--- config.mk ---
export PLATFORM = sky130hd
export DESIGN_NAME = json_flat_object_field_extractor_top_flat
export DESIGN_NICKNAME = d
export VERILOG_FILES = /design/src/rtl/jfoe_pkg.sv /design/src/rtl/jfoe_in_if.sv /design/src/rtl/jfoe_out_if.sv /design/src/rtl/json_flat_object_field_extractor_top.sv /design/src/rtl/jfoe_step.sv /design/src/rtl/jfoe_res_queue.sv /design/src/flat_wrapper.sv
export SDC_FILE = /design/constraint.sdc
export NUM_CORES = 1
export LEC_CHECK = 0
export BUFFER_PORTS_ARGS = -buffer_cell sky130_fd_sc_hd__buf_4
export CAP_MARGIN = 20
export CORE_UTILIZATION = 55
export CTS_CLUSTER_DIAMETER = 200
export DETAILED_ROUTE_END_ITERATION = 6
export PLACE_DENSITY = 0.82
export REMOVE_ABC_BUFFERS = 1
export SLEW_MARGIN = 25
export SYNTH_ARGS = -nofsm -noshare
export SYNTH_HDL_FRONTEND = slang
export SYNTH_SLANG_ARGS = --single-unit
--- constraint.sdc ---
create_clock -name clk -period 5.1 [get_ports clk]
set_clock_uncertainty 0.2 [all_clocks]
set_input_delay 0.255 -clock clk [delete_from_list [all_inputs] [get_ports clk]]
set_output_delay 0.255 -clock clk [all_outputs]
set_load 0.005 [all_outputs]
--- src/rtl/jfoe_pkg.sv ---
package jfoe_pkg;

    localparam int MAX_CODE    = 65536;
    localparam int MAX_REQUEST = 65536;
    localparam int KEY_CAP     = 32;

    localparam int KEY_W  = $clog2(KEY_CAP);
    localparam int CODE_W = $clog2(MAX_CODE);
    localparam int REQ_W  = $clog2(MAX_REQUEST + 2);

    localparam int RQ_DEPTH = 4;
    localparam int RQ_PTR_W = $clog2(RQ_DEPTH);
    localparam int RQ_CNT_W = $clog2(RQ_DEPTH + 1);

    localparam logic [2:0] MATCH_DONE = 3'd4;
    localparam logic [2:0] MATCH_FAIL = 3'd5;
    localparam logic [2:0] HEX_DIGITS = 3'd4;

    localparam logic [7:0] CH_TAB    = 8'h09;
    localparam logic [7:0] CH_LF     = 8'h0A;
    localparam logic [7:0] CH_CR     = 8'h0D;
    localparam logic [7:0] CH_BS     = 8'h08;
    localparam logic [7:0] CH_FF     = 8'h0C;
    localparam logic [7:0] CH_SPACE  = 8'h20;
    localparam logic [7:0] CH_QUOTE  = 8'h22;
    localparam logic [7:0] CH_PLUS   = 8'h2B;
    localparam logic [7:0] CH_COMMA  = 8'h2C;
    localparam logic [7:0] CH_MINUS  = 8'h2D;
    localparam logic [7:0] CH_DOT    = 8'h2E;
    localparam logic [7:0] CH_SLASH  = 8'h2F;
    localparam logic [7:0] CH_ZERO   = 8'h30;
    localparam logic [7:0] CH_NINE   = 8'h39;
    localparam logic [7:0] CH_COLON  = 8'h3A;
    localparam logic [7:0] CH_QMARK  = 8'h3F;
    localparam logic [7:0] CH_UP_A   = 8'h41;
    localparam logic [7:0] CH_UP_E   = 8'h45;
    localparam logic [7:0] CH_UP_F   = 8'h46;
    localparam logic [7:0] CH_BSLASH = 8'h5C;
    localparam logic [7:0] CH_LO_A   = 8'h61;
    localparam logic [7:0] CH_LO_B   = 8'h62;
    localparam logic [7:0] CH_LO_C   = 8'h63;
    localparam logic [7:0] CH_LO_D   = 8'h64;
    localparam logic [7:0] CH_LO_E   = 8'h65;
    localparam logic [7:0] CH_LO_F   = 8'h66;
    localparam logic [7:0] CH_LO_L   = 8'h6C;
    localparam logic [7:0] CH_LO_N   = 8'h6E;
    localparam logic [7:0] CH_LO_O   = 8'h6F;
    localparam logic [7:0] CH_LO_R   = 8'h72;
    localparam logic [7:0] CH_LO_S   = 8'h73;
    localparam logic [7:0] CH_LO_T   = 8'h74;
    localparam logic [7:0] CH_LO_U   = 8'h75;
    localparam logic [7:0] CH_LBRACE = 8'h7B;
    localparam logic [7:0] CH_RBRACE = 8'h7D;

    typedef enum logic [2:0] {
        ST_OK            = 3'd0,
        ST_INVALID       = 3'd1,
        ST_MISSING       = 3'd2,
        ST_NOT_STRING    = 3'd3,
        ST_TOO_LARGE     = 3'd4,
        ST_REQ_TOO_LARGE = 3'd5,
        ST_NONE          = 3'd7
    } status_t;

    typedef enum logic [1:0] {
        RK_CHAR    = 2'd0,
        RK_RESTART = 2'd1,
        RK_FINAL   = 2'd2
    } kind_t;

    typedef enum logic [1:0] {
        SB_KEY  = 2'd0,
        SB_CODE = 2'd1,
        SB_SKIP = 2'd2
    } str_base_t;

    typedef enum logic [4:0] {
        P_BEFORE_OPEN  = 5'd0,
        P_AFTER_OPEN   = 5'd1,
        P_KEY_START    = 5'd2,
        P_KEY          = 5'd3,
        P_KEY_ESC      = 5'd4,
        P_KEY_HEX      = 5'd5,
        P_COLON        = 5'd6,
        P_VALUE_START  = 5'd7,
        P_CODE         = 5'd8,
        P_CODE_ESC     = 5'd9,
        P_CODE_HEX     = 5'd10,
        P_SKIP         = 5'd11,
        P_SKIP_ESC     = 5'd12,
        P_SKIP_HEX     = 5'd13,
        P_NUM_MINUS    = 5'd14,
        P_NUM_ZERO     = 5'd15,
        P_NUM_INT      = 5'd16,
        P_NUM_DOT      = 5'd17,
        P_NUM_FRAC     = 5'd18,
        P_NUM_EXP      = 5'd19,
        P_NUM_EXP_SIGN = 5'd20,
        P_NUM_EXP_DIG  = 5'd21,
        P_LIT_TRUE     = 5'd22,
        P_LIT_FALSE    = 5'd23,
        P_LIT_NULL     = 5'd24,
        P_AFTER_VALUE  = 5'd25,
        P_AFTER_CLOSE  = 5'd26
    } phase_t;

    typedef struct packed {
        phase_t              phase;
        logic [2:0]          kmp;
        logic [KEY_W-1:0]    kcc;
        logic [2:0]          ehc;
        logic [2:0]          lit;
        logic                found;
        logic [CODE_W-1:0]   ccc;
        logic [REQ_W-1:0]    req;
        status_t             lat;
        logic                ended;
    } state_t;

    localparam state_t STATE_RESET = '{
        phase: P_BEFORE_OPEN,
        kmp:   3'd0,
        kcc:   '0,
        ehc:   3'd0,
        lit:   3'd0,
        found: 1'b0,
        ccc:   '0,
        req:   '0,
        lat:   ST_NONE,
        ended: 1'b0
    };

    typedef struct packed {
        kind_t       kind;
        logic [7:0]  ch;
        logic [2:0]  st;
        logic [15:0] len;
        logic        last_run;
    } res_t;

    function automatic logic is_ws(input logic [7:0] c);
        return (c == CH_SPACE) || (c == CH_LF) || (c == CH_CR) || (c == CH_TAB);
    endfunction

    function automatic logic is_dig(input logic [7:0] c);
        return (c >= CH_ZERO) && (c <= CH_NINE);
    endfunction

    function automatic logic is_hex(input logic [7:0] c);
        return is_dig(c) || ((c >= CH_LO_A) && (c <= CH_LO_F))
            || ((c >= CH_UP_A) && (c <= CH_UP_F));
    endfunction

    function automatic logic is_code_phase(input phase_t p);
        return (p == P_CODE) || (p == P_CODE_ESC) || (p == P_CODE_HEX);
    endfunction

    function automatic logic [7:0] code_char(input logic [1:0] idx);
        logic [7:0] ch;
        case (idx)
            2'd0:    ch = CH_LO_C;
            2'd1:    ch = CH_LO_O;
            2'd2:    ch = CH_LO_D;
            default: ch = CH_LO_E;
        endcase
        return ch;
    endfunction

    function automatic logic [2:0] lit_len(input logic [1:0] w);
        logic [2:0] n;
        case (w)
            2'd1:    n = 3'd5;
            default: n = 3'd4;
        endcase
        return n;
    endfunction

    function automatic logic [7:0] lit_char(input logic [1:0] w, input logic [2:0] i);
        logic [7:0] ch;
        ch = 8'h00;
        case (w)
            2'd0:
            begin
                case (i)
                    3'd0:    ch = CH_LO_T;
                    3'd1:    ch = CH_LO_R;
                    3'd2:    ch = CH_LO_U;
                    3'd3:    ch = CH_LO_E;
                    default: ch = 8'h00;
                endcase
            end
            2'd1:
            begin
                case (i)
                    3'd0:    ch = CH_LO_F;
                    3'd1:    ch = CH_LO_A;
                    3'd2:    ch = CH_LO_L;
                    3'd3:    ch = CH_LO_S;
                    3'd4:    ch = CH_LO_E;
                    default: ch = 8'h00;
                endcase
            end
            2'd2:
            begin
                case (i)
                    3'd0:    ch = CH_LO_N;
                    3'd1:    ch = CH_LO_U;
                    3'd2:    ch = CH_LO_L;
                    3'd3:    ch = CH_LO_L;
                    default: ch = 8'h00;
                endcase
            end
            default: ch = 8'h00;
        endcase
        return ch;
    endfunction

endpackage

--- src/rtl/jfoe_in_if.sv ---
interface jfoe_in_if;
    logic       valid;
    logic       ready;
    logic [7:0] data_byte;
    logic       last_byte;

    modport source (output valid, output data_byte, output last_byte, input ready);
    modport sink   (input valid, input data_byte, input last_byte, output ready);
endinterface

--- src/rtl/jfoe_out_if.sv ---
interface jfoe_out_if;
    logic        valid;
    logic        ready;
    logic [1:0]  result_kind;
    logic [7:0]  char_byte;
    logic [2:0]  status;
    logic [15:0] value_length;
    logic        last_of_run;

    modport source (output valid, output result_kind, output char_byte, output status,
                    output value_length, output last_of_run, input ready);
    modport sink   (input valid, input result_kind, input char_byte, input status,
                    input value_length, input last_of_run, output ready);
endinterface

--- src/rtl/json_flat_object_field_extractor_top.sv ---
// Parses one JSON request byte per clock while the queue has room and streams out the
// decoded characters of every value whose key begins with "code", each value opened by a
// restart word; the word for the byte marked last also yields the final status and code
// length, after which the parser is back in its reset state for the next request. A byte
// is parsed in the cycle it is accepted and its result words are written into the queue
// as it is taken. Results pass through a four-word queue that drains one word per cycle;
// input is taken whenever at least two queue entries are free, so the sustained rate is
// one byte per cycle as long as the result side keeps up with one word per cycle.
module json_flat_object_field_extractor_top (
    input logic        clk,
    input logic        rst_n,
    jfoe_in_if.sink    in_word,
    jfoe_out_if.source out_word
);

    jfoe_pkg::state_t state_reg;
    jfoe_pkg::state_t state_next;
    jfoe_pkg::state_t step_nxt;
    jfoe_pkg::res_t   res0;
    jfoe_pkg::res_t   res1;
    jfoe_pkg::res_t   q_data;
    logic [1:0]       res_cnt;
    logic [1:0]       wr_cnt;
    logic             accept;
    logic             q_valid;
    logic             q_room;

    jfoe_step u_step (
        .cur       (state_reg),
        .data_byte (in_word.data_byte),
        .last_byte (in_word.last_byte),
        .nxt       (step_nxt),
        .res_cnt   (res_cnt),
        .res0      (res0),
        .res1      (res1)
    );

    jfoe_res_queue u_queue (
        .clk      (clk),
        .rst_n    (rst_n),
        .wr_cnt   (wr_cnt),
        .wr0      (res0),
        .wr1      (res1),
        .rd_en    (q_valid && out_word.ready),
        .rd_data  (q_data),
        .rd_valid (q_valid),
        .room     (q_room)
    );

    assign in_word.ready = q_room;
    assign accept        = in_word.valid && q_room;
    assign wr_cnt        = accept ? res_cnt : 2'd0;
    assign state_next    = accept ? step_nxt : state_reg;

    assign out_word.valid        = q_valid;
    assign out_word.result_kind  = q_data.kind;
    assign out_word.char_byte    = q_data.ch;
    assign out_word.status       = q_data.st;
    assign out_word.value_length = q_data.len;
    assign out_word.last_of_run  = q_data.last_run;

    always_ff @(posedge clk or negedge rst_n)
    begin
        if (!rst_n)
        begin
            state_reg <= jfoe_pkg::STATE_RESET;
        end
        else
        begin
            state_reg <= state_next;
        end
    end

endmodule

--- src/rtl/jfoe_step.sv ---
module jfoe_step (
    input  jfoe_pkg::state_t cur,
    input  logic [7:0]       data_byte,
    input  logic             last_byte,
    output jfoe_pkg::state_t nxt,
    output logic [1:0]       res_cnt,
    output jfoe_pkg::res_t   res0,
    output jfoe_pkg::res_t   res1
);

    jfoe_pkg::state_t    ps;
    jfoe_pkg::state_t    s1;
    jfoe_pkg::state_t    s2;
    logic [jfoe_pkg::REQ_W-1:0] req_inc;
    logic                in_range;
    logic                do_zero;
    logic                do_parse;
    logic                fail_en;
    jfoe_pkg::status_t   fail_st;
    logic                emit_en;
    jfoe_pkg::kind_t     emit_kind;
    logic [7:0]          emit_ch;
    logic                str_en;
    jfoe_pkg::str_base_t str_base;
    logic [1:0]          str_sub;
    logic                sc_en;
    logic [7:0]          sc_ch;
    jfoe_pkg::phase_t    ph_main;
    jfoe_pkg::phase_t    ph_esc;
    jfoe_pkg::phase_t    ph_hex;
    jfoe_pkg::phase_t    av_phase;
    logic                av_fail;
    logic                is_e;
    logic [1:0]          lw;
    logic                end_en;
    logic                over;
    jfoe_pkg::res_t      final_res;
    jfoe_pkg::res_t      emit_res;

    assign req_inc  = (cur.req <= jfoe_pkg::REQ_W'(jfoe_pkg::MAX_REQUEST))
                    ? cur.req + jfoe_pkg::REQ_W'(1) : cur.req;
    assign in_range = (req_inc <= jfoe_pkg::REQ_W'(jfoe_pkg::MAX_REQUEST)) && !cur.ended;
    assign do_zero  = in_range && (data_byte == 8'h00);
    assign do_parse = in_range && (data_byte != 8'h00) && (cur.lat == jfoe_pkg::ST_NONE);
    assign is_e     = (data_byte == jfoe_pkg::CH_LO_E) || (data_byte == jfoe_pkg::CH_UP_E);

    // what a byte does once a value has closed
    always_comb
    begin
        av_phase = jfoe_pkg::P_AFTER_VALUE;
        av_fail  = 1'b0;
        if (jfoe_pkg::is_ws(data_byte))
        begin
            av_phase = jfoe_pkg::P_AFTER_VALUE;
        end
        else if (data_byte == jfoe_pkg::CH_RBRACE)
        begin
            av_phase = jfoe_pkg::P_AFTER_CLOSE;
        end
        else if (data_byte == jfoe_pkg::CH_COMMA)
        begin
            av_phase = jfoe_pkg::P_KEY_START;
        end
        else
        begin
            av_fail = 1'b1;
        end
    end

    always_comb
    begin
        case (cur.phase)
            jfoe_pkg::P_LIT_FALSE: lw = 2'd1;
            jfoe_pkg::P_LIT_NULL:  lw = 2'd2;
            default:               lw = 2'd0;
        endcase
    end

    always_comb
    begin
        ps        = cur;
        fail_en   = 1'b0;
        fail_st   = jfoe_pkg::ST_INVALID;
        emit_en   = 1'b0;
        emit_kind = jfoe_pkg::RK_CHAR;
        emit_ch   = 8'h00;
        str_en    = 1'b0;
        str_base  = jfoe_pkg::SB_SKIP;
        str_sub   = 2'd0;
        sc_en     = 1'b0;
        sc_ch     = 8'h00;
        ph_main   = jfoe_pkg::P_SKIP;
        ph_esc    = jfoe_pkg::P_SKIP_ESC;
        ph_hex    = jfoe_pkg::P_SKIP_HEX;

        if (do_parse)
        begin
            case (cur.phase)
                jfoe_pkg::P_BEFORE_OPEN:
                begin
                    if (data_byte == jfoe_pkg::CH_LBRACE)
                    begin
                        ps.phase = jfoe_pkg::P_AFTER_OPEN;
                    end
                    else if (!jfoe_pkg::is_ws(data_byte))
                    begin
                        fail_en = 1'b1;
                    end
                end
                jfoe_pkg::P_AFTER_OPEN, jfoe_pkg::P_KEY_START:
                begin
                    if (!jfoe_pkg::is_ws(data_byte))
                    begin
                        if (data_byte == jfoe_pkg::CH_QUOTE)
                        begin
                            ps.kmp   = 3'd0;
                            ps.kcc   = '0;
                            ps.phase = jfoe_pkg::P_KEY;
                        end
                        else if ((data_byte == jfoe_pkg::CH_RBRACE)
                                 && (cur.phase == jfoe_pkg::P_AFTER_OPEN))
                        begin
                            ps.phase = jfoe_pkg::P_AFTER_CLOSE;
                        end
                        else
                        begin
                            fail_en = 1'b1;
                        end
                    end
                end
                jfoe_pkg::P_KEY:
                begin
                    str_en = 1'b1; str_base = jfoe_pkg::SB_KEY; str_sub = 2'd0;
                end
                jfoe_pkg::P_KEY_ESC:
                begin
                    str_en = 1'b1; str_base = jfoe_pkg::SB_KEY; str_sub = 2'd1;
                end
                jfoe_pkg::P_KEY_HEX:
                begin
                    str_en = 1'b1; str_base = jfoe_pkg::SB_KEY; str_sub = 2'd2;
                end
                jfoe_pkg::P_CODE:
                begin
                    str_en = 1'b1; str_base = jfoe_pkg::SB_CODE; str_sub = 2'd0;
                end
                jfoe_pkg::P_CODE_ESC:
                begin
                    str_en = 1'b1; str_base = jfoe_pkg::SB_CODE; str_sub = 2'd1;
                end
                jfoe_pkg::P_CODE_HEX:
                begin
                    str_en = 1'b1; str_base = jfoe_pkg::SB_CODE; str_sub = 2'd2;
                end
                jfoe_pkg::P_SKIP:
                begin
                    str_en = 1'b1; str_base = jfoe_pkg::SB_SKIP; str_sub = 2'd0;
                end
                jfoe_pkg::P_SKIP_ESC:
                begin
                    str_en = 1'b1; str_base = jfoe_pkg::SB_SKIP; str_sub = 2'd1;
                end
                jfoe_pkg::P_SKIP_HEX:
                begin
                    str_en = 1'b1; str_base = jfoe_pkg::SB_SKIP; str_sub = 2'd2;
                end
                jfoe_pkg::P_COLON:
                begin
                    if (data_byte == jfoe_pkg::CH_COLON)
                    begin
                        ps.phase = jfoe_pkg::P_VALUE_START;
                    end
                    else if (!jfoe_pkg::is_ws(data_byte))
                    begin
                        fail_en = 1'b1;
                    end
                end
                jfoe_pkg::P_VALUE_START:
                begin
                    if (jfoe_pkg::is_ws(data_byte))
                    begin
                        ps.phase = cur.phase;
                    end
                    else if (cur.kmp == jfoe_pkg::MATCH_DONE)
                    begin
                        if (data_byte == jfoe_pkg::CH_QUOTE)
                        begin
                            ps.ccc    = '0;
                            ps.phase  = jfoe_pkg::P_CODE;
                            emit_en   = 1'b1;
                            emit_kind = jfoe_pkg::RK_RESTART;
                        end
                        else if ((data_byte == jfoe_pkg::CH_COMMA)
                                 || (data_byte == jfoe_pkg::CH_RBRACE))
                        begin
                            fail_en = 1'b1;
                        end
                        else
                        begin
                            fail_en = 1'b1;
                            fail_st = jfoe_pkg::ST_NOT_STRING;
                        end
                    end
                    else if (data_byte == jfoe_pkg::CH_QUOTE)
                    begin
                        ps.phase = jfoe_pkg::P_SKIP;
                    end
                    else if (data_byte == jfoe_pkg::CH_MINUS)
                    begin
                        ps.phase = jfoe_pkg::P_NUM_MINUS;
                    end
                    else if (data_byte == jfoe_pkg::CH_ZERO)
                    begin
                        ps.phase = jfoe_pkg::P_NUM_ZERO;
                    end
                    else if (jfoe_pkg::is_dig(data_byte))
                    begin
                        ps.phase = jfoe_pkg::P_NUM_INT;
                    end
                    else if (data_byte == jfoe_pkg::CH_LO_T)
                    begin
                        ps.phase = jfoe_pkg::P_LIT_TRUE;
                        ps.lit   = 3'd1;
                    end
                    else if (data_byte == jfoe_pkg::CH_LO_F)
                    begin
                        ps.phase = jfoe_pkg::P_LIT_FALSE;
                        ps.lit   = 3'd1;
                    end
                    else if (data_byte == jfoe_pkg::CH_LO_N)
                    begin
                        ps.phase = jfoe_pkg::P_LIT_NULL;
                        ps.lit   = 3'd1;
                    end
                    else
                    begin
                        fail_en = 1'b1;
                    end
                end
                jfoe_pkg::P_NUM_MINUS:
                begin
                    if (data_byte == jfoe_pkg::CH_ZERO)
                    begin
                        ps.phase = jfoe_pkg::P_NUM_ZERO;
                    end
                    else if (jfoe_pkg::is_dig(data_byte))
                    begin
                        ps.phase = jfoe_pkg::P_NUM_INT;
                    end
                    else
                    begin
                        fail_en = 1'b1;
                    end
                end
                jfoe_pkg::P_NUM_ZERO, jfoe_pkg::P_NUM_INT:
                begin
                    if ((cur.phase == jfoe_pkg::P_NUM_INT) && jfoe_pkg::is_dig(data_byte))
                    begin
                        ps.phase = cur.phase;
                    end
                    else if (data_byte == jfoe_pkg::CH_DOT)
                    begin
                        ps.phase = jfoe_pkg::P_NUM_DOT;
                    end
                    else if (is_e)
                    begin
                        ps.phase = jfoe_pkg::P_NUM_EXP;
                    end
                    else
                    begin
                        ps.phase = av_phase;
                        fail_en  = av_fail;
                    end
                end
                jfoe_pkg::P_NUM_DOT:
                begin
                    if (jfoe_pkg::is_dig(data_byte))
                    begin
                        ps.phase = jfoe_pkg::P_NUM_FRAC;
                    end
                    else
                    begin
                        fail_en = 1'b1;
                    end
                end
                jfoe_pkg::P_NUM_FRAC:
                begin
                    if (jfoe_pkg::is_dig(data_byte))
                    begin
                        ps.phase = cur.phase;
                    end
                    else if (is_e)
                    begin
                        ps.phase = jfoe_pkg::P_NUM_EXP;
                    end
                    else
                    begin
                        ps.phase = av_phase;
                        fail_en  = av_fail;
                    end
                end
                jfoe_pkg::P_NUM_EXP:
                begin
                    if ((data_byte == jfoe_pkg::CH_PLUS) || (data_byte == jfoe_pkg::CH_MINUS))
                    begin
                        ps.phase = jfoe_pkg::P_NUM_EXP_SIGN;
                    end
                    else if (jfoe_pkg::is_dig(data_byte))
                    begin
                        ps.phase = jfoe_pkg::P_NUM_EXP_DIG;
                    end
                    else
                    begin
                        fail_en = 1'b1;
                    end
                end
                jfoe_pkg::P_NUM_EXP_SIGN:
                begin
                    if (jfoe_pkg::is_dig(data_byte))
                    begin
                        ps.phase = jfoe_pkg::P_NUM_EXP_DIG;
                    end
                    else
                    begin
                        fail_en = 1'b1;
                    end
                end
                jfoe_pkg::P_NUM_EXP_DIG:
                begin
                    if (!jfoe_pkg::is_dig(data_byte))
                    begin
                        ps.phase = av_phase;
                        fail_en  = av_fail;
                    end
                end
                jfoe_pkg::P_LIT_TRUE, jfoe_pkg::P_LIT_FALSE, jfoe_pkg::P_LIT_NULL:
                begin
                    if ((cur.lit >= jfoe_pkg::lit_len(lw))
                        || (data_byte != jfoe_pkg::lit_char(lw, cur.lit)))
                    begin
                        fail_en = 1'b1;
                    end
                    else if ((cur.lit + 3'd1) >= jfoe_pkg::lit_len(lw))
                    begin
                        ps.lit   = 3'd0;
                        ps.phase = jfoe_pkg::P_AFTER_VALUE;
                    end
                    else
                    begin
                        ps.lit = cur.lit + 3'd1;
                    end
                end
                jfoe_pkg::P_AFTER_VALUE:
                begin
                    ps.phase = av_phase;
                    fail_en  = av_fail;
                end
                jfoe_pkg::P_AFTER_CLOSE:
                begin
                    if (!jfoe_pkg::is_ws(data_byte))
                    begin
                        fail_en = 1'b1;
                    end
                end
                default:
                begin
                    fail_en = 1'b1;
                end
            endcase
        end

        case (str_base)
            jfoe_pkg::SB_KEY:
            begin
                ph_main = jfoe_pkg::P_KEY;
                ph_esc  = jfoe_pkg::P_KEY_ESC;
                ph_hex  = jfoe_pkg::P_KEY_HEX;
            end
            jfoe_pkg::SB_CODE:
            begin
                ph_main = jfoe_pkg::P_CODE;
                ph_esc  = jfoe_pkg::P_CODE_ESC;
                ph_hex  = jfoe_pkg::P_CODE_HEX;
            end
            default:
            begin
                ph_main = jfoe_pkg::P_SKIP;
                ph_esc  = jfoe_pkg::P_SKIP_ESC;
                ph_hex  = jfoe_pkg::P_SKIP_HEX;
            end
        endcase

        // string body, escape and hex digits
        if (str_en)
        begin
            case (str_sub)
                2'd0:
                begin
                    if (data_byte == jfoe_pkg::CH_QUOTE)
                    begin
                        if (str_base == jfoe_pkg::SB_KEY)
                        begin
                            ps.phase = jfoe_pkg::P_COLON;
                        end
                        else
                        begin
                            if (str_base == jfoe_pkg::SB_CODE)
                            begin
                                ps.found = 1'b1;
                            end
                            ps.phase = jfoe_pkg::P_AFTER_VALUE;
                        end
                    end
                    else if (data_byte < jfoe_pkg::CH_SPACE)
                    begin
                        fail_en = 1'b1;
                    end
                    else if (data_byte == jfoe_pkg::CH_BSLASH)
                    begin
                        ps.phase = ph_esc;
                    end
                    else
                    begin
                        sc_en = 1'b1;
                        sc_ch = data_byte;
                    end
                end
                2'd1:
                begin
                    case (data_byte)
                        jfoe_pkg::CH_QUOTE, jfoe_pkg::CH_BSLASH, jfoe_pkg::CH_SLASH:
                        begin
                            sc_en = 1'b1; sc_ch = data_byte;
                        end
                        jfoe_pkg::CH_LO_B:
                        begin
                            sc_en = 1'b1; sc_ch = jfoe_pkg::CH_BS;
                        end
                        jfoe_pkg::CH_LO_F:
                        begin
                            sc_en = 1'b1; sc_ch = jfoe_pkg::CH_FF;
                        end
                        jfoe_pkg::CH_LO_N:
                        begin
                            sc_en = 1'b1; sc_ch = jfoe_pkg::CH_LF;
                        end
                        jfoe_pkg::CH_LO_R:
                        begin
                            sc_en = 1'b1; sc_ch = jfoe_pkg::CH_CR;
                        end
                        jfoe_pkg::CH_LO_T:
                        begin
                            sc_en = 1'b1; sc_ch = jfoe_pkg::CH_TAB;
                        end
                        jfoe_pkg::CH_LO_U:
                        begin
                            ps.ehc   = 3'd0;
                            ps.phase = ph_hex;
                        end
                        default:
                        begin
                            fail_en = 1'b1;
                        end
                    endcase
                end
                default:
                begin
                    if (!jfoe_pkg::is_hex(data_byte))
                    begin
                        fail_en = 1'b1;
                    end
                    else if ((cur.ehc + 3'd1) >= jfoe_pkg::HEX_DIGITS)
                    begin
                        ps.ehc = 3'd0;
                        sc_en  = 1'b1;
                        sc_ch  = jfoe_pkg::CH_QMARK;
                    end
                    else
                    begin
                        ps.ehc = cur.ehc + 3'd1;
                    end
                end
            endcase
        end

        // one decoded string character
        if (sc_en)
        begin
            case (str_base)
                jfoe_pkg::SB_KEY:
                begin
                    if (cur.kcc >= jfoe_pkg::KEY_W'(jfoe_pkg::KEY_CAP - 1))
                    begin
                        fail_en = 1'b1;
                        fail_st = jfoe_pkg::ST_TOO_LARGE;
                    end
                    else
                    begin
                        ps.kcc = cur.kcc + jfoe_pkg::KEY_W'(1);
                        if (cur.kmp < jfoe_pkg::MATCH_DONE)
                        begin
                            ps.kmp = (sc_ch == jfoe_pkg::code_char(cur.kmp[1:0]))
                                   ? cur.kmp + 3'd1 : jfoe_pkg::MATCH_FAIL;
                        end
                        ps.phase = ph_main;
                    end
                end
                jfoe_pkg::SB_CODE:
                begin
                    if (cur.ccc >= jfoe_pkg::CODE_W'(jfoe_pkg::MAX_CODE - 1))
                    begin
                        fail_en = 1'b1;
                        fail_st = jfoe_pkg::ST_TOO_LARGE;
                    end
                    else
                    begin
                        ps.ccc    = cur.ccc + jfoe_pkg::CODE_W'(1);
                        emit_en   = 1'b1;
                        emit_kind = jfoe_pkg::RK_CHAR;
                        emit_ch   = sc_ch;
                        ps.phase  = ph_main;
                    end
                end
                default:
                begin
                    ps.phase = ph_main;
                end
            endcase
        end
    end

    // latch errors, text end and final status
    always_comb
    begin
        s1     = ps;
        s1.req = req_inc;
        if (fail_en)
        begin
            s1.lat = fail_st;
            if (jfoe_pkg::is_code_phase(cur.phase))
            begin
                s1.ccc = '0;
            end
        end
        if (do_zero)
        begin
            s1.ended = 1'b1;
        end

        end_en = (do_zero && (cur.lat == jfoe_pkg::ST_NONE))
               || (last_byte && !s1.ended && (s1.lat == jfoe_pkg::ST_NONE));

        s2 = s1;
        if (end_en)
        begin
            if (s1.phase == jfoe_pkg::P_AFTER_CLOSE)
            begin
                s2.lat = s1.found ? jfoe_pkg::ST_OK : jfoe_pkg::ST_MISSING;
            end
            else
            begin
                s2.lat = jfoe_pkg::ST_INVALID;
            end
            if (jfoe_pkg::is_code_phase(s1.phase))
            begin
                s2.ccc = '0;
            end
        end
    end

    assign over = req_inc > jfoe_pkg::REQ_W'(jfoe_pkg::MAX_REQUEST);
    assign nxt  = last_byte ? jfoe_pkg::STATE_RESET : s2;

    always_comb
    begin
        final_res.kind     = jfoe_pkg::RK_FINAL;
        final_res.ch       = 8'h00;
        final_res.last_run = 1'b1;
        if (over)
        begin
            final_res.st  = jfoe_pkg::ST_REQ_TOO_LARGE;
            final_res.len = 16'h0000;
        end
        else
        begin
            final_res.st  = (s2.lat == jfoe_pkg::ST_NONE) ? jfoe_pkg::ST_INVALID : s2.lat;
            final_res.len = 16'(s2.ccc);
        end

        emit_res.kind     = emit_kind;
        emit_res.ch       = emit_ch;
        emit_res.st       = 3'd0;
        emit_res.len      = 16'h0000;
        emit_res.last_run = !last_byte;

        res0    = final_res;
        res1    = final_res;
        res_cnt = 2'd0;
        if (emit_en)
        begin
            res0    = emit_res;
            res_cnt = last_byte ? 2'd2 : 2'd1;
        end
        else if (last_byte)
        begin
            res_cnt = 2'd1;
        end
    end

endmodule

--- src/rtl/jfoe_res_queue.sv ---
module jfoe_res_queue (
    input  logic           clk,
    input  logic           rst_n,
    input  logic [1:0]     wr_cnt,
    input  jfoe_pkg::res_t wr0,
    input  jfoe_pkg::res_t wr1,
    input  logic           rd_en,
    output jfoe_pkg::res_t rd_data,
    output logic           rd_valid,
    output logic           room
);

    jfoe_pkg::res_t                  mem_reg [jfoe_pkg::RQ_DEPTH];
    logic [jfoe_pkg::RQ_PTR_W-1:0]   wr_ptr_reg;
    logic [jfoe_pkg::RQ_PTR_W-1:0]   wr_ptr_next;
    logic [jfoe_pkg::RQ_PTR_W-1:0]   rd_ptr_reg;
    logic [jfoe_pkg::RQ_PTR_W-1:0]   rd_ptr_next;
    logic [jfoe_pkg::RQ_CNT_W-1:0]   cnt_reg;
    logic [jfoe_pkg::RQ_CNT_W-1:0]   cnt_next;
    logic [jfoe_pkg::RQ_PTR_W-1:0]   wr_ptr_1;

    assign wr_ptr_1 = wr_ptr_reg + jfoe_pkg::RQ_PTR_W'(1);
    assign rd_data  = mem_reg[rd_ptr_reg];
    assign rd_valid = cnt_reg != '0;
    assign room     = cnt_reg <= jfoe_pkg::RQ_CNT_W'(jfoe_pkg::RQ_DEPTH - 2);

    always_comb
    begin
        wr_ptr_next = wr_ptr_reg + jfoe_pkg::RQ_PTR_W'(wr_cnt);
        rd_ptr_next = rd_en ? rd_ptr_reg + jfoe_pkg::RQ_PTR_W'(1) : rd_ptr_reg;
        cnt_next    = cnt_reg + jfoe_pkg::RQ_CNT_W'(wr_cnt)
                    - jfoe_pkg::RQ_CNT_W'(rd_en);
    end

    always_ff @(posedge clk)
    begin
        if (wr_cnt != 2'd0)
        begin
            mem_reg[wr_ptr_reg] <= wr0;
        end
        if (wr_cnt == 2'd2)
        begin
            mem_reg[wr_ptr_1] <= wr1;
        end
    end

    always_ff @(posedge clk or negedge rst_n)
    begin
        if (!rst_n)
        begin
            wr_ptr_reg <= '0;
            rd_ptr_reg <= '0;
            cnt_reg    <= '0;
        end
        else
        begin
            wr_ptr_reg <= wr_ptr_next;
            rd_ptr_reg <= rd_ptr_next;
            cnt_reg    <= cnt_next;
        end
    end

endmodule

--- src/flat_wrapper.sv ---
// flat-port wrapper written by rule: the top's interface ports become plain ports
module json_flat_object_field_extractor_top_flat 
  (clk, rst_n, in_word_valid, in_word_data_byte, in_word_last_byte, in_word_ready, out_word_valid, out_word_result_kind, out_word_char_byte, out_word_status, out_word_value_length, out_word_last_of_run, out_word_ready);
  jfoe_in_if in_word_i ();
  jfoe_out_if out_word_i ();
  input logic clk;
  input logic rst_n;
  input wire logic [$bits(in_word_i.valid)-1:0] in_word_valid;
  input wire logic [$bits(in_word_i.data_byte)-1:0] in_word_data_byte;
  input wire logic [$bits(in_word_i.last_byte)-1:0] in_word_last_byte;
  output wire logic [$bits(in_word_i.ready)-1:0] in_word_ready;
  output wire logic [$bits(out_word_i.valid)-1:0] out_word_valid;
  output wire logic [$bits(out_word_i.result_kind)-1:0] out_word_result_kind;
  output wire logic [$bits(out_word_i.char_byte)-1:0] out_word_char_byte;
  output wire logic [$bits(out_word_i.status)-1:0] out_word_status;
  output wire logic [$bits(out_word_i.value_length)-1:0] out_word_value_length;
  output wire logic [$bits(out_word_i.last_of_run)-1:0] out_word_last_of_run;
  input wire logic [$bits(out_word_i.ready)-1:0] out_word_ready;
  assign in_word_i.valid = in_word_valid;
  assign in_word_i.data_byte = in_word_data_byte;
  assign in_word_i.last_byte = in_word_last_byte;
  assign in_word_ready = in_word_i.ready;
  assign out_word_valid = out_word_i.valid;
  assign out_word_result_kind = out_word_i.result_kind;
  assign out_word_char_byte = out_word_i.char_byte;
  assign out_word_status = out_word_i.status;
  assign out_word_value_length = out_word_i.value_length;
  assign out_word_last_of_run = out_word_i.last_of_run;
  assign out_word_i.ready = out_word_ready;
  json_flat_object_field_extractor_top u_core (.clk(clk), .rst_n(rst_n), .in_word(in_word_i), .out_word(out_word_i));
endmodule
=== After elaboration in Yosys (flattened, before gate mapping) ===
Memories as Yosys holds them, arrays and structs flattened.
Cells that the tools add are included.
Widths: inputs -> output; s select.

* Logic and storage cells: 395
* Register bits: 64
* RAM bits: 120
* Memories: 1

{| class="wikitable"
|+ Memory list
! name !! words !! width !! read ports !! clocked after memory_dff !! wr ports !! RTL line !! text
|-
| u_core.u_queue.mem_reg || 4 || 30 || 1 || 0 || 2 || jfoe_res_queue.sv:13 || <nowiki>jfoe_pkg::res_t mem_reg [jfoe_pkg::RQ_DEPTH];</nowiki>
|}

* Mux-type cells: 213
* Equal/unequal tests: 80
* Add/subtract/negate cells: 11
* Reduce and logical (&&, ||, !) cells: 60
* Order comparisons: 17

{| class="wikitable"
|+ Operators with widths
! kind !! number
|-
| $mux 16 || 12
|-
| $mux 5 || 36
|-
| $mux 8 || 16
|-
| $eq 8x7->1 const B || 11
|-
| $mux 3 || 29
|-
| $eq 8x6->1 const B || 9
|-
| $mux 1 || 71
|-
| $pmux 5 s13 || 1
|-
| $eq 5x5->1 const B || 12
|-
| $mux 57 || 1
|-
| $eq 5x4->1 const B || 11
|-
| $mux 13 || 4
|-
| $pmux 8 s6 || 1
|-
| $pmux 7 s5 || 1
|-
| $le 17x17->1 const B || 2
|-
| $mux 2 || 16
|-
| $mux 30 || 1
|-
| $pmux 7 s4 || 1
|-
| $eq 8x4->1 const B || 3
|-
| $pmux 4 s2 || 3
|-
| $pmux 8 s3 || 1
|-
| $ne 3x3->1 const B || 7
|-
| $pmux 7 s3 || 1
|-
| $eq 5x3->1 const B || 4
|-
| other kinds (58) || 127
|}

=== Depth between registers and ports, before layout ===
Gate-level depths: netlist of run 1.

* Depth in word-level cells: 32
* Mapped depth: 20
* Mapped depth without buffers: 19

=== Cells and area by module ===
A second synthesis of run 1 with hierarchy kept.

* Cells, all modules: 1388
* Area total of the unflattened synthesis: 14396.3 µm²

{| class="wikitable"
|+ Modules (own cells, without submodules)
! module !! times used !! area each (µm²) !! cells an instance
|-
| jfoe_res_queue || 1 || 6482.5 || 329
|-
| jfoe_step || 1 || 5651.7 || 935
|-
| json_flat_object_field_extractor_top || 1 || 2262.2 || 124
|}

=== Least setup slack after synthesis of run 1 ===
Ideal clock, no wire load.

* Path type: register to register
* From: register u_core.state_reg[4] (netlist name)
* To: memory u_core.u_queue.mem_reg[1][10] (netlist name) (enable)
* Data arrival time: 4.137 ns
* Cell stages (with the launch flop): 18
* Setup time: 0.375 ns
* Slack: 0.388 ns
* Path buffers: 2
* Path through: dfrtp_1 buf_2 inv_1 ha_1 a2111o_1 o21ai_1 o41ai_2 a211oi_4 a31oi_2 o211a_1 nand2_1 nand2_1 ha_1 nor2_1 a21oi_1 or3_1 clkbuf_1 inv_1

{| class="wikitable"
|+ RTL lines
! item !! RTL line !! text
|-
| start: declaration || json_flat_object_field_extractor_top.sv:16 || <nowiki>jfoe_pkg::state_t state_reg;</nowiki>
|-
| start signal: assignment || json_flat_object_field_extractor_top.sv:66 || <nowiki>state_reg <= jfoe_pkg::STATE_RESET;</nowiki>
|-
| start signal: assignment || json_flat_object_field_extractor_top.sv:70 || <nowiki>state_reg <= state_next;</nowiki>
|-
| end: declaration || jfoe_res_queue.sv:13 ||
|}

==> impl_metrics.json, run 1 <==
{
  "path_max_fanout": 18,
  "fmax_mhz": 206.4,
  "fin_area_sq_um": 13370,
  "tritoncts": "done",
  "critPathTopFamily": "compound AO/OA/AOI/OAI gates",
  "critPathSlowestCell": "dfrtp_1",
  "start_util_pct": 56.77,
  "critical_path.cell_chain": "and3b_1 > a21o_1 > nor3b_1 > or3b_1 > a2111oi_4 > a21oi_1 > o41ai_4 > and3_1 > a22o_2 > o211ai_4 > nand3_2 > nor2_1",
  "p_clk_share_pct": 26.0,
  "clk_pin_slew_ns": 0.09,
  "ios": 45,
  "ys_seq_elements": 184,
  "die-area_sq_um": 22500,
  "internal-power_mw": 3.368,
  "slowest_delay_ns": 0.74,
  "synth.yosys.seq_area_share_pct": 39.58,
  "max-clock-path-buffers": 2,
  "combPwrFrac_pct": 39.1,
  "overflow": 0,
  "yosysWarnings": 0,
  "grt_max_degree": 65,
  "start_kind": "flip-flop",
  "place.gp.congestion": 0.9544,
  "htreeDepth": 4,
  "root_buffer": "clkbuf_16",
  "antenna_found_initial": 0,
  "place_area_sq_um": 12670,
  "synth_async_sr_flop_share_pct": 34.78,
  "cts_inserted_buffers": 17,
  "worst_pin_slew_ns": 0.9656,
  "grt.total_usage_pct": 31.38,
  "dp_hpwl_um": 24010,
  "largest_reg_flops": 120,
  "grt_pass1_vias": 10220,
  "finalWirelength_um": 34500,
  "post-place-ws_ns": 0.2034,
  "ant_nets": 0,
  "most-common-layout-cells": "nand2_1, nor2_1, o21ai_0",
  "drt_iter0_markers": 1160,
  "postSynthCellCount": 1338,
  "n_antenna_cell": 0,
  "p_switching_mw": 2.180,
  "coreArea_sq_um": 21220,
  "vdd_ir_drop_max_mv": 0.3037,
  "power.share.sequential_pct": 34.9,
  "power_leakage_nw": 4.912,
  "worstPathArrival_ns": 4.83,
  "nNetsFinal": 1395,
  "vias_per_cell": 6.726,
  "synth-edff-count": 76,
  "io_buffers": 44,
  "vias": 11080,
  "die_w_um": 150.0,
  "drive_gt1_share_pct": 15.16,
  "synth.cell_area_sq_um": 12050,
  "drv_slew": 0,
  "drt_first_pass_iters": 7,
  "max_slew_margin_pct": 35.63,
  "insertion_delay_ns": 0.44,
  "holdWs_ns": 0.02109,
  "min_path_type": "in2reg",
  "crit_required_ns": 5.08,
  "wire_per_inst_um": 20.95,
  "crit_buf_inv": 0,
  "fin_ws_ns": 0.2539,
  "grt_pass1_wl_um": 54910,
  "placed_cells": 1611,
  "netSwitchingFraction_pct": 39.29,
  "hold_violations": 0,
  "area.sequential_sq_um": 4772,
  "post-route-drc-count": 0,
  "fill_cells": 1722,
  "finalPower_mw": 5.547,
  "power_density_nw_per_um2": 414.9,
  "cts.sinks": 184,
  "multi_input_area_sq_um": 6787,
  "ys_types": 111,
  "layout.cells.most_common": "nand2_1",
  "final_cells": 1647,
  "synthToLayoutAreaGrowth_pct": 10.99,
  "fp.dieH_um": 150.0,
  "synth_ff_type": "edfxtp_1",
  "finalCritPeriodShare_pct": 95.02,
  "num_rows": 53,
  "cap_violations": 0,
  "avgSynthCellArea_sq_um": 9.004,
  "finalCriticalPeriod_ns": 4.846,
  "worstSetupPathType": "reg2reg",
  "setup_viol": 0,
  "crit_path_end_kind": "flip-flop",
  "status": "finished clean"
}
==> layer usage <==
layer / routed length [um] / global-route usage, % / part of all wire [%] / vias to the layer above
met5: 0 / 0 / 0 / -
met4: 959 / 10.86 / 2.8 / 0
met3: 3042 / 5.701 / 8.8 / 93
met2: 16330 / 51.13 / 47 / 622
met1: 14170 / 41.86 / 41 / 5317
li1: - / - / - / 5045
==> synthesized netlist by cell type, types with 22 or more instances <==
master / instances / share of area [%]
clkbuf_1: 53 / 1.7
nor3_1: 37 / 1.5
nand4_1: 23 / 1.2
o21ai_0: 108 / 4.5
buf_2: 25 / 1.0
dfxtp_1: 44 / 7.3
edfxtp_1: 76 / 19
and3_1: 23 / 1.2
a31oi_1: 28 / 1.5
mux4_2: 30 / 5.6
nand3_1: 46 / 1.9
nor2_1: 157 / 4.9
inv_1: 29 / 0.90
nand2_1: 160 / 5.0
dfrtp_1: 61 / 13
a21oi_1: 53 / 2.2
ha_1: 22 / 2.3
==> worst reg2reg max path, stage by stage (launching register included) <==
cell and delay [ns]:
dfrtp_1 0.74, and3b_1 0.47, a21o_1 0.22, nor3b_1 0.08, or3b_1 0.43, a2111oi_4 0.55
a21oi_1 0.23, o41ai_4 0.45, and3_1 0.22, a22o_2 0.24, o211ai_4 0.26, nand3_2 0.40
nor2_1 0.09
==> cell type report <==
type / count / share of cell area [%]
tap: 275 / 2.573
sequential: 184 / 35.69
inverter: 30 / 0.8421
timing repair buffer: 93 / 5.259
clock inverter: 14 / 1.516
multi-input combinational: 1033 / 50.75
clock buffer: 18 / 3.369
==> timing repair <==
action,in CTS,in global routing
setup endpoints to repair,0,112
buffers inserted,0,2
gates resized for setup,0,5
hold buffers,2,0
hold endpoints to repair,62,0
==> logic make-up (layout without fill, tap and decap cells) <==
kind of cell | Yosys count | after routing | share of synthesized area (%)
flip-flops | 184 | 184 | 39.58
adder cells (fa/ha/maj) | 23 | 23 | 2.451
AND/OR/NAND/NOR | 609 | 609 | 26.50
XOR/XNOR | 18 | 18 | 1.309
buffers and inverters | 121 | 155 | 4.216
multiplexers | 38 | 38 | 6.283
AO/OA/AOI/OAI | 345 | 345 | 19.66
==> power groups by stage <==
stage | clock, mW | sequential, mW | combinational (mW)
6_report | 1.44 | 1.93 | 2.17
3_3_place_gp | 0 | 1.95 | 2.06
3_5_place_dp | 0 | 1.96 | 2.10
4_1_cts | 1.44 | 1.93 | 2.12
5_1_grt | 1.51 | 1.97 | 2.34
2_1_floorplan | 0 | 1.96 | 1.35
==> worst paths after layout <==
path                                                            start                                         end  slack [ns]  cells past startpoint
max reg2reg                          u_core.state_reg[54]$_DFFE_PN0P_      u_core.u_queue.mem_reg[2][1]$_DFFE_PP_        0.25                     12
min reg2reg                u_core.u_queue.mem_reg[0][29]$_SDFFE_PP1P_  u_core.u_queue.mem_reg[0][29]$_SDFFE_PP1P_        0.25                      2
max in group asynchronous                                       rst_n    u_core.u_queue.rd_ptr_reg[0]$_DFFE_PN0P_        3.83                      2
min in group asynchronous                                       rst_n            u_core.state_reg[10]$_DFFE_PN0P_        0.26                      2
min                                                     in_word_valid            u_core.state_reg[37]$_DFFE_PN0P_        0.02                      3
max                                  u_core.state_reg[54]$_DFFE_PN0P_      u_core.u_queue.mem_reg[2][1]$_DFFE_PP_        0.25                     12
==> metrics by stage <==
stage           TNS (ns)  util [%]
2_1_floorplan          0         -
3_3_place_gp           0     59.69
3_5_place_dp           0     59.69
4_1_cts                0     62.86
5_1_grt        -0.007375     63.01
6_report               0     63.01
No activity file was read; power rests on OpenSTA's default activity.
==> run 2: changes to the inputs <==
CORE_MARGIN = 2   (was not set)
==> run 2 against run 1 <==
  * Clock power shrank 5%
  * Highest routed layer unchanged
  * Fmax up 0.78%
  * Combinational power is essentially flat
  * First-iteration DRC count is 6.6% lower
  * Largest cell class unchanged
  * Global-route usage is 2.3 points lower
  * Non-clock buffer count decreased by 3
  * Register-to-register slack better by 0.04 ns
  * Core utilization fell by 1.5 points
==> impl_metrics.json, run 2 (synthesized netlist as in run 1, its figures left out) <==
{
  "wire_per_inst_um": 20.86,
  "die_w_um": 152.0,
  "critical_path.cell_chain": "inv_1 > ha_1 > a2111o_1 > o211ai_1 > nand4_1 > a211oi_4 > buf_4 > a31oi_1 > nor2_1 > nand3_1 > nand2_1 > ha_1 > inv_1 > nor2_1 > a21oi_1 > or2_2 > inv_1 > buf_4",
  "coreArea_sq_um": 21690,
  "cap_violations": 0,
  "internal-power_mw": 3.342,
  "p_clk_share_pct": 24.9,
  "htreeDepth": 4,
  "grt.total_usage_pct": 29.12,
  "grt_pass1_wl_um": 54780,
  "dp_hpwl_um": 23940,
  "timing.critical_path.mode_cell": "inv_1",
  "critPathSlowestCell": "dfrtp_2",
  "finalCritPeriodShare_pct": 94.29,
  "status": "finished clean",
  "layout.cells.most_common": "nand2_1",
  "slowest_delay_ns": 0.45,
  "num_rows": 54,
  "critPathTopFamily": "simple AND/OR/NAND/NOR gates",
  "drt_first_pass_iters": 6,
  "crit_path_end_kind": "flip-flop",
  "power_density_nw_per_um2": 411.5,
  "worstSetupPathType": "reg2reg",
  "worst_pin_slew_ns": 1.001,
  "insertion_delay_ns": 0.44,
  "cts.sinks": 184,
  "grt_pass1_vias": 10190,
  "n_antenna_cell": 0,
  "start_util_pct": 55.55,
  "netSwitchingFraction_pct": 39.15,
  "drv_slew": 0,
  "hold_violations": 0,
  "place_area_sq_um": 12650,
  "vias": 10930,
  "most-common-layout-cells": "nand2_1, nor2_1, o21ai_0",
  "grt_max_degree": 65,
  "vias_per_cell": 6.630,
  "combPwrFrac_pct": 39.8,
  "start_kind": "flip-flop",
  "post-route-drc-count": 0,
  "finalPower_mw": 5.492,
  "finalCriticalPeriod_ns": 4.809,
  "drt_iter0_markers": 1083,
  "drive_gt1_share_pct": 15.12,
  "ant_nets": 0,
  "clk_pin_slew_ns": 0.08,
  "setup_tns_ns": 0,
  "io_buffers": 44,
  "crit_required_ns": 5.02,
  "setup_viol": 0,
  "fin_ws_ns": 0.2913,
  "nNetsFinal": 1392,
  "max_slew_margin_pct": 33.30,
  "vdd_ir_drop_max_mv": 0.2770,
  "cts_inserted_buffers": 17,
  "worstPathArrival_ns": 4.72,
  "power.share.sequential_pct": 35.3,
  "path_max_fanout": 20,
  "crit_buf_inv": 5,
  "ios": 45,
  "antenna_found_initial": 0,
  "p_switching_mw": 2.150,
  "max-clock-path-buffers": 2,
  "tritoncts": "done",
  "fin_area_sq_um": 13350,
  "rsz0062_at_grt": "no",
  "root_buffer": "clkbuf_16",
  "post-place-ws_ns": 0.1433,
  "overflow": 0,
  "finalWirelength_um": 34400,
  "synthToLayoutAreaGrowth_pct": 10.77,
  "placed_cells": 1612,
  "min_path_type": "in2reg",
  "fp.dieH_um": 152.0,
  "place.gp.congestion": 0.9956,
  "largest_reg_flops": 120,
  "power_leakage_nw": 4.897,
  "fmax_mhz": 208.0,
  "die-area_sq_um": 23110,
  "final_cells": 1649
}
==> run 2: cell types whose count changed in the layout (fill, tap and decap cells not counted), sizes merged <==
cell         change
clkbuf           -1
buf              -2
inv              -1
clkinv           +2
dlygate4sd3      -1
==> run 2: worst min-delay path: cells and delay by family <==
family,cells,cell delay (ns)
buf+inv,1,0.10
simple gates,2,0.26
==> run 2: path summary, 6_finish.rpt <==
path	start	endpoint	slack, ns	depth (start not counted)
setup / recovery	u_core.state_reg[4]$_DFFE_PN0P_	u_core.u_queue.mem_reg[3][11]$_DFFE_PP_	0.29	18
hold / removal	in_word_valid	u_core.state_reg[37]$_DFFE_PN0P_	0.002	3
setup reg to reg	u_core.state_reg[4]$_DFFE_PN0P_	u_core.u_queue.mem_reg[3][11]$_DFFE_PP_	0.29	18
hold reg to reg	u_core.u_queue.mem_reg[0][22]$_SDFFE_PP0P_	u_core.u_queue.mem_reg[0][22]$_SDFFE_PP0P_	0.26	2
max in group asynchronous	rst_n	u_core.u_queue.rd_ptr_reg[0]$_DFFE_PN0P_	3.85	2
min in group asynchronous	rst_n	u_core.state_reg[15]$_DFFE_PN0P_	0.24	2
==> run 2: metrics by stage <==
stage / hold slack (ns) / util [%]
2_1_floorplan: -0.2406 / -
3_3_place_gp: 0.2170 / 58.35
3_5_place_dp: 0.2166 / 58.35
4_1_cts: 0.004956 / 61.24
5_1_grt: 0.02011 / 61.53
6_report: 0.002043 / 61.53
==> run 2: power groups by stage <==
stage | combinational [mW] | sequential (mW) | clock (mW)
global route | 2.36 | 1.97 | 1.43
CTS | 2.11 | 1.93 | 1.38
global placement | 2.05 | 1.95 | 0
detailed placement | 2.09 | 1.97 | 0
floorplan | 1.35 | 1.96 | 0
finish | 2.18 | 1.94 | 1.37
==> run 2: timing repair <==
item,in CTS,in global routing
hold endpoints to repair,61,0
gates resized for setup,0,8
setup buffers,0,4
hold buffers,1,0
setup endpoints to repair,0,111
==> run 2: area by class of cell <==
class / count / area (sq um)
multi-input combinational: 1033 / 6802
inverter: 30 / 112.6
tap: 280 / 350.3
timing repair buffer: 90 / 690.7
fill: 1763 / 8343
clock inverter: 15 / 192.7
clock buffer: 17 / 425.4
sequential: 184 / 4772
==> run 2: metal layers <==
layer	routed length, um	GRT usage (%)	vias to the layer above
met3	2854	4.478	68
met2	16570	47.21	585
met4	767	9.835	0
met1	14200	40.23	5248
li1	-	-	5032
met5	0	0	-
